`src/rtl/core/crev_pkg.sv`:
```
// Shared types and constants for the color ramp evaluator.
package crev_pkg;

    localparam int POS_W       = 16;
    localparam int CHAN_W      = 12;
    localparam int NUM_CHAN    = 4;
    localparam int COUNT_W     = 3;
    localparam int CFG_IDX_W   = 3;
    localparam int CFG_DATA_W  = 64;
    localparam int MAX_STOPS_DEF = 7;

    localparam logic [CFG_IDX_W-1:0] REG_STOP_COUNT = 3'd0;
    localparam logic [CFG_IDX_W-1:0] REG_STOP_0     = 3'd1;

    localparam logic [1:0] CH_RED   = 2'd0;
    localparam logic [1:0] CH_GREEN = 2'd1;
    localparam logic [1:0] CH_BLUE  = 2'd2;
    localparam logic [1:0] CH_ALPHA = 2'd3;

    typedef struct packed {
        logic [POS_W-1:0]  pos;
        logic [CHAN_W-1:0] red;
        logic [CHAN_W-1:0] green;
        logic [CHAN_W-1:0] blue;
        logic [CHAN_W-1:0] alpha;
    } t_stop;

    function automatic logic [CHAN_W-1:0] stop_chan(input t_stop s, input logic [1:0] ch);
        logic [CHAN_W-1:0] v;
        case (ch)
            CH_RED:   v = s.red;
            CH_GREEN: v = s.green;
            CH_BLUE:  v = s.blue;
            CH_ALPHA: v = s.alpha;
            default:  v = s.red;
        endcase
        return v;
    endfunction

endpackage

```
`src/rtl/core/color_ramp_eval_core.sv`:
```
// Color ramp evaluator top level with stop registers, search, divider and channel blender.
// When t falls outside an interpolation span, the first or last valid stop is the result;
// when it interpolates, a 16-step restoring divider runs first, then one shared multiplier
// blends the four channels one after another.
// A new transaction may start in the cycle of the result strobe; busy is high until then.
// Synchronous active-low reset restores stop count 1 and all stops to zero.
module color_ramp_eval_core #(
    parameter int MAX_STOPS = crev_pkg::MAX_STOPS_DEF
) (
    input  logic                            i_clk,
    input  logic                            i_rst_n,
    input  logic                            start,
    output logic                            busy,
    input  logic [crev_pkg::POS_W-1:0]      i_ramp_pos,
    input  logic                            i_cfg_we,
    input  logic [crev_pkg::CFG_IDX_W-1:0]  i_cfg_idx,
    input  logic [crev_pkg::CFG_DATA_W-1:0] i_cfg_wdata,
    output logic                            o_valid,
    output logic [crev_pkg::CHAN_W-1:0]     o_red,
    output logic [crev_pkg::CHAN_W-1:0]     o_green,
    output logic [crev_pkg::CHAN_W-1:0]     o_blue,
    output logic [crev_pkg::CHAN_W-1:0]     o_alpha
);

    typedef enum logic [2:0] {
        S_IDLE,
        S_SEL,
        S_DIV,
        S_MUL,
        S_ADD
    } t_state;

    localparam int POS_W  = crev_pkg::POS_W;
    localparam int CHAN_W = crev_pkg::CHAN_W;
    localparam int DIV_CNT_W = $clog2(POS_W);
    localparam int PROD_W = CHAN_W + 1 + POS_W + 1;

    t_state                         r_state;
    crev_pkg::t_stop                r_stop [MAX_STOPS];
    logic [crev_pkg::COUNT_W-1:0]   r_count;
    logic [POS_W-1:0]               r_t;
    crev_pkg::t_stop                r_lo;
    crev_pkg::t_stop                r_hi;
    logic [POS_W-1:0]               r_rem;
    logic [POS_W-1:0]               r_den;
    logic [POS_W-1:0]               r_quo;
    logic [DIV_CNT_W-1:0]           r_div_cnt;
    logic [1:0]                     r_ch;
    logic signed [PROD_W-1:0]       r_prod;
    logic                           r_valid;
    logic [CHAN_W-1:0]              r_red;
    logic [CHAN_W-1:0]              r_green;
    logic [CHAN_W-1:0]              r_blue;
    logic [CHAN_W-1:0]              r_alpha;

    logic [crev_pkg::COUNT_W-1:0]   n_use;
    logic [MAX_STOPS-1:0]           w_sel;
    logic                           w_found;
    logic [63:0]                    w_lo_bits;
    logic [63:0]                    w_hi_bits;
    logic [63:0]                    w_last_bits;
    crev_pkg::t_stop                w_lo;
    crev_pkg::t_stop                w_hi;
    crev_pkg::t_stop                w_last;
    logic [POS_W:0]                 w_rem2;
    logic                           w_ge;
    logic signed [CHAN_W:0]         w_diff;
    logic signed [POS_W:0]          w_frac;
    logic signed [PROD_W-1:0]       w_prod;
    logic signed [PROD_W-1:0]       w_sum;
    logic signed [PROD_W-1:0]       w_shift;
    logic [CHAN_W-1:0]              w_res;
    logic                           w_accept;

    assign w_accept = start && (r_state == S_IDLE);
    assign busy     = (r_state != S_IDLE);

    always_comb begin
        if (r_count == '0) begin
            n_use = crev_pkg::COUNT_W'(1);
        end else if (int'(r_count) > MAX_STOPS) begin
            n_use = crev_pkg::COUNT_W'(MAX_STOPS);
        end else begin
            n_use = r_count;
        end
    end

    always_comb begin
        w_found     = 1'b0;
        w_sel       = '0;
        w_lo_bits   = '0;
        w_hi_bits   = '0;
        w_last_bits = '0;
        for (int i = 1; i < MAX_STOPS; i++) begin
            if (!w_found && (i < int'(n_use)) && (r_stop[i].pos > r_t)) begin
                w_sel[i] = 1'b1;
                w_found  = 1'b1;
            end
        end
        for (int i = 1; i < MAX_STOPS; i++) begin
            w_lo_bits = w_lo_bits | ({64{w_sel[i]}} & r_stop[i-1]);
            w_hi_bits = w_hi_bits | ({64{w_sel[i]}} & r_stop[i]);
        end
        for (int i = 0; i < MAX_STOPS; i++) begin
            w_last_bits = w_last_bits | ({64{i == int'(n_use) - 1}} & r_stop[i]);
        end
    end

    assign w_lo   = crev_pkg::t_stop'(w_lo_bits);
    assign w_hi   = crev_pkg::t_stop'(w_hi_bits);
    assign w_last = crev_pkg::t_stop'(w_last_bits);

    assign w_rem2 = {r_rem, 1'b0};
    assign w_ge   = (w_rem2 >= {1'b0, r_den});

    assign w_diff  = $signed({1'b0, crev_pkg::stop_chan(r_hi, r_ch)})
                   - $signed({1'b0, crev_pkg::stop_chan(r_lo, r_ch)});
    assign w_frac  = $signed({1'b0, r_quo});
    assign w_prod  = w_diff * w_frac;
    assign w_sum   = r_prod + PROD_W'(32768);
    assign w_shift = w_sum >>> POS_W;
    assign w_res   = crev_pkg::stop_chan(r_lo, r_ch) + w_shift[CHAN_W-1:0];

    always_ff @(posedge i_clk) begin
        if (!i_rst_n) begin
            r_count <= crev_pkg::COUNT_W'(1);
            for (int j = 0; j < MAX_STOPS; j++) begin
                r_stop[j] <= '0;
            end
        end else if (i_cfg_we) begin
            if (i_cfg_idx == crev_pkg::REG_STOP_COUNT) begin
                r_count <= i_cfg_wdata[crev_pkg::COUNT_W-1:0];
            end
            for (int j = 0; j < MAX_STOPS; j++) begin
                if (int'(i_cfg_idx) == int'(crev_pkg::REG_STOP_0) + j) begin
                    r_stop[j] <= crev_pkg::t_stop'(i_cfg_wdata);
                end
            end
        end
    end

    always_ff @(posedge i_clk) begin
        if (!i_rst_n) begin
            r_state   <= S_IDLE;
            r_valid   <= 1'b0;
            r_div_cnt <= '0;
            r_ch      <= crev_pkg::CH_RED;
        end else begin
            r_valid <= 1'b0;
            case (r_state)
                S_IDLE: begin
                    if (w_accept) begin
                        r_t     <= i_ramp_pos;
                        r_state <= S_SEL;
                    end
                end
                S_SEL: begin
                    if (r_stop[0].pos >= r_t) begin
                        r_red   <= r_stop[0].red;
                        r_green <= r_stop[0].green;
                        r_blue  <= r_stop[0].blue;
                        r_alpha <= r_stop[0].alpha;
                        r_valid <= 1'b1;
                        r_state <= S_IDLE;
                    end else if (!w_found) begin
                        r_red   <= w_last.red;
                        r_green <= w_last.green;
                        r_blue  <= w_last.blue;
                        r_alpha <= w_last.alpha;
                        r_valid <= 1'b1;
                        r_state <= S_IDLE;
                    end else begin
                        r_lo      <= w_lo;
                        r_hi      <= w_hi;
                        r_rem     <= r_t - w_lo.pos;
                        r_den     <= w_hi.pos - w_lo.pos;
                        r_quo     <= '0;
                        r_div_cnt <= '0;
                        r_state   <= S_DIV;
                    end
                end
                S_DIV: begin
                    r_rem <= w_ge ? POS_W'(w_rem2 - {1'b0, r_den}) : w_rem2[POS_W-1:0];
                    r_quo <= {r_quo[POS_W-2:0], w_ge};
                    r_div_cnt <= r_div_cnt + 1'b1;
                    if (r_div_cnt == DIV_CNT_W'(POS_W - 1)) begin
                        r_ch    <= crev_pkg::CH_RED;
                        r_state <= S_MUL;
                    end
                end
                S_MUL: begin
                    r_prod  <= w_prod;
                    r_state <= S_ADD;
                end
                S_ADD: begin
                    case (r_ch)
                        crev_pkg::CH_RED:   r_red   <= w_res;
                        crev_pkg::CH_GREEN: r_green <= w_res;
                        crev_pkg::CH_BLUE:  r_blue  <= w_res;
                        crev_pkg::CH_ALPHA: r_alpha <= w_res;
                        default:            r_red   <= w_res;
                    endcase
                    r_ch <= r_ch + 1'b1;
                    if (r_ch == crev_pkg::CH_ALPHA) begin
                        r_valid <= 1'b1;
                        r_state <= S_IDLE;
                    end else begin
                        r_state <= S_MUL;
                    end
                end
                default: begin
                    r_state <= S_IDLE;
                end
            endcase
        end
    end

    assign o_valid = r_valid;
    assign o_red   = r_red;
    assign o_green = r_green;
    assign o_blue  = r_blue;
    assign o_alpha = r_alpha;

    // A result strobe always comes with the sequencer back at rest.
    a_valid_idle: assert property (@(posedge i_clk) disable iff (!i_rst_n)
        o_valid |-> !busy)
        else $error("result strobe while busy");

    // An accepted transaction makes the block busy on the next cycle.
    a_accept_busy: assert property (@(posedge i_clk) disable iff (!i_rst_n)
        (start && !busy) |=> busy)
        else $error("accepted transaction did not raise busy");

    // The divider never runs with a zero span.
    a_den_nonzero: assert property (@(posedge i_clk) disable iff (!i_rst_n)
        (r_state == S_DIV) |-> (r_den != '0))
        else $error("divider started with zero divisor");

    // The partial remainder stays below the divisor.
    a_rem_bound: assert property (@(posedge i_clk) disable iff (!i_rst_n)
        (r_state == S_DIV) |-> (r_rem < r_den))
        else $error("divider remainder out of range");

    // A result strobe lasts one cycle.
    a_valid_pulse: assert property (@(posedge i_clk) disable iff (!i_rst_n)
        o_valid |=> !o_valid)
        else $error("result strobe longer than one cycle");

endmodule

```
`config.mk`:
```
export PLATFORM = sky130hd
export DESIGN_NAME = color_ramp_eval_core
export DESIGN_NICKNAME = d
export VERILOG_FILES = /design/src/rtl/core/crev_pkg.sv /design/src/rtl/core/color_ramp_eval_core.sv
export SDC_FILE = /design/constraint.sdc
export NUM_CORES = 2
export LEC_CHECK = 0
export BUFFER_PORTS_ARGS = -buffer_cell sky130_fd_sc_hd__buf_2
export CORE_MARGIN = 1.5
export CORE_UTILIZATION = 35
export DETAILED_ROUTE_END_ITERATION = 8
export GPL_TIMING_DRIVEN = 0
export PLACE_DENSITY = 0.6
export SYNTH_ARGS = -nofsm -noshare
export SYNTH_HDL_FRONTEND = slang
export SYNTH_SLANG_ARGS = --single-unit
export TNS_END_PERCENT = 50
```
`constraint.sdc`:
```
create_clock -name i_clk -period 11.2 [get_ports i_clk]
set_input_delay 2.24 -clock i_clk [delete_from_list [all_inputs] [get_ports i_clk]]
set_output_delay 2.24 -clock i_clk [all_outputs]
set_load 0.005 [all_outputs]
```
==> flow_summary.json <==
{
  "status": "completed",
  "cts.htree.levels": 3,
  "yosysWarnings": 0,
  "tns_ns": 0,
  "cp.required_ns": 11.63,
  "layout.nets": 4772,
  "die_x_um": 356,
  "arrival_ns": 11.12,
  "postCtsSetupBuffers": 0,
  "crit_top_cell": "fa_1",
  "clock-skew-final_ns": 0.0833,
  "grt_pass1_wl_um": 237000,
  "netSwitchingPower_w": 0.00201,
  "tightest_slew_ns": 1.43,
  "die_area_um2": 126000,
  "power_frac_seq_pct": 43.8,
  "max_freq_mhz": 93.5,
  "syn-cell-area_um2": 43500,
  "cts_tree": "yes",
  "yosysMostFrequentCell": "edfxtp_1",
  "synth_common_cells": "edfxtp_1 (669), nor2_1 (646), nand2_1 (333), inv_1 (292), ha_1 (274)",
  "grt_max_degree": 69,
  "synthCells": 4024,
  "power_w": 0.00708,
  "max-vdd-ir-drop_v": 0.000111,
  "rsz0062_at_grt": "no",
  "max_stage_delay_ns": 0.79,
  "power_density_nw_per_um2": 143,
  "drt_wl_total_um": 166000,
  "drc": 0,
  "grt_pass1_vias": 34500,
  "critPathSlowestCell": "a222oi_1",
  "num_vias": 35600,
  "grtUsageTotal_pct": 25.9,
  "dr.pass1.iters": 8,
  "clk_path_buf_depth": 3,
  "initial_core_util_pct": 35.2,
  "fin_area_um2": 49400,
  "fin_ws_ns": 0.509,
  "async_reset_ff_share_pct": 0,
  "synth-seq-area-share_pct": 46.8,
  "intPower_w": 0.00507,
  "hold_path_class": "register to register",
  "via_per_inst": 5.98,
  "fp-row-count": 129,
  "clkTransAtPathRegs_ns": 0.06,
  "drv_slew": 0,
  "gp_congestion": 0.995,
  "startpoint_type": "register",
  "hold_violations": 0,
  "die_h_um": 356,
  "cts_root_buf": "clkbuf_16",
  "first_iter_violations": 4822,
  "swShare_pct": 28.4,
  "synth.distinct_cells": 69,
  "dp_cells": 5809,
  "critPathCaptureType": "register",
  "core_area_um2": 123000,
  "timing.final.crit_share_pct": 95.5,
  "clock_sinks": 682,
  "io_pins": 137,
  "synth_edf_count": 669,
  "max_slew_margin_pct": 4.19,
  "hpwlAfterDp_um": 118000,
  "synth_ff_type": "edfxtp_1",
  "cap_violations": 0,
  "place_area_um2": 46600,
  "syn_avg_cell_area_um2": 10.8,
  "ys_ff_latch": 682,
  "crit_fanout": 10,
  "antenna_left": 0,
  "synth_nets": 4543,
  "syn_to_final_growth_pct": 13.5,
  "clock_latency_ns": 0.72,
  "place_ws_ns": 0.300,
  "synth_top_cell_by_area": "edfxtp_1",
  "grt_antenna_before_repair": 17,
  "grt_overflow": 0,
  "numCtsBuffers": 78,
  "crit_type": "register to register",
  "combPwrFrac_pct": 17.0,
  "power_leakage_nw": 19.1,
  "finalCriticalPeriod_ns": 10.69,
  "synth_top_area_share_pct": 46.2,
  "finalNonFillerCells": 5957,
  "power_frac_clock_pct": 39.2,
  "wl_per_cell_um": 27.9,
  "port_buffers": 136,
  "setup_viol": 0,
  "layout-drive-gt1-share_pct": 10.2,
  "ys_top_cells_by_area": "edfxtp_1 (46%), ha_1 (7.9%), fa_1 (7.3%)"
}
placed cells by master, fill, tap and decap left out, types with 13 or more instances in the layout:
master	netlist	final
buf_2	25	161
clkbuf_16	0	79
ha_1	274	274
a221o_1	247	247
inv_1	292	292
a221oi_1	86	86
o21a_1	13	13
mux2_2	106	106
or3_1	13	13
nand2b_1	29	29
nor2_1	646	643
a21oi_1	145	143
a222oi_1	14	14
a22oi_1	185	185
buf_1	27	27
nand2_1	333	326
dfxtp_1	13	13
and3_1	20	19
edfxtp_1	669	669
mux2i_1	23	23
a21o_1	26	26
xor2_1	15	14
xnor2_1	56	54
and2_1	57	57
nand4_1	24	24
nor3_1	39	39
a211oi_1	17	17
nor2b_1	44	43
clkbuf_1	207	216
nand3_1	51	51
o21ai_0	53	52
fa_1	158	158
per-stage QoR:
stage	hold slack [ns]	utilization, %
after global placement	0.506	37.5
after detailed placement	0.516	37.7
final	0.522	40.0
after floorplan	0.487	-
after global routing	0.548	40.0
after CTS	0.524	39.9
final timing paths:
path / from / end / slack (ns) / depth (start not counted)
worst max register to register: r_ch[0] / r_prod[27] / 0.51 / 38
worst max-delay path: r_ch[0] / r_prod[27] / 0.51 / 38
worst min-delay path: r_ch[1] / r_ch[1] / 0.52 / 2
worst min register to register: r_ch[1] / r_ch[1] / 0.52 / 2
power groups by stage:
stage / Sequential (W) / Clock, W / Combinational, W
CTS: 0.00309 / 0.00278 / 0.00120
global placement: 0.00316 / 0 / 0.00116
global route: 0.00311 / 0.00287 / 0.00135
detailed placement: 0.00314 / 0 / 0.00118
finish: 0.00310 / 0.00277 / 0.00121
floorplan: 0.00310 / 0 / 0.000818
worst max-delay path: cells and delay by family, from the launching register on:
kind                     cells  cell delay, ns
flip-flops                   1            0.40
XOR/XNOR                     1            0.11
adder cells (fa/ha/maj)     10            4.09
AND/OR/NAND/NOR              5            0.83
AO/OA/AOI/OAI               15            4.16
buffers and inverters        7            0.82
cell families (layout without fill, tap and decap cells):
kind of cell	count (synthesis)	count (layout)	synth area share (%)
AND/OR/NAND/NOR	1286	1286	12.7
AO/OA/AOI/OAI	868	868	15.7
flip-flops	682	682	46.8
buffers and inverters	555	847	4.88
adder cells (fa/ha/maj)	432	432	15.1
multiplexers	129	129	3.27
XOR/XNOR	72	72	1.48
other	0	4	0
repair_timing:
item | in CTS | in global routing
gates resized for setup | 0 | 22
hold buffers | 0 | 0
setup endpoints to repair | 0 | 6
endpoints found under the hold margin | 0 | 0
routing by layer:
metal / track usage, % / up-vias / part of all wire (%) / wire, µm
met5: 0 / - / 0.078 / 129
met2: 39.7 / 2361 / 44 / 72800
met4: 15.1 / 18 / 6.7 / 11200
met3: 6.70 / 586 / 12 / 19400
met1: 32.9 / 17400 / 38 / 63000
li1: - / 15300 / - / -
area by class of cell:
class,instances,area (µm²)
Fill cell,12000,74100
Tap cell,1637,2050
Clock buffer,96,2050
Clock inverter,47,686
Sequential cell,682,20300
Buffer,260,1030
Timing Repair Buffer,150,970
Inverter,294,1100
Multi-Input combinational cell,2787,21100
Antenna cell,4,10.0
registers in the layout, summed over array words and instances, names as in the netlist:
register	count
r_den	16
o_alpha	12
r_t	16
o_red	12
r_lo	48
r_prod	13
r_stop	448
r_count	3
r_state	3
r_hi	48
r_ch	2
o_valid	1
r_div_cnt	4
o_blue	12
r_quo	16
o_green	12
r_rem	16
Power figures use the tool's default switching activity.
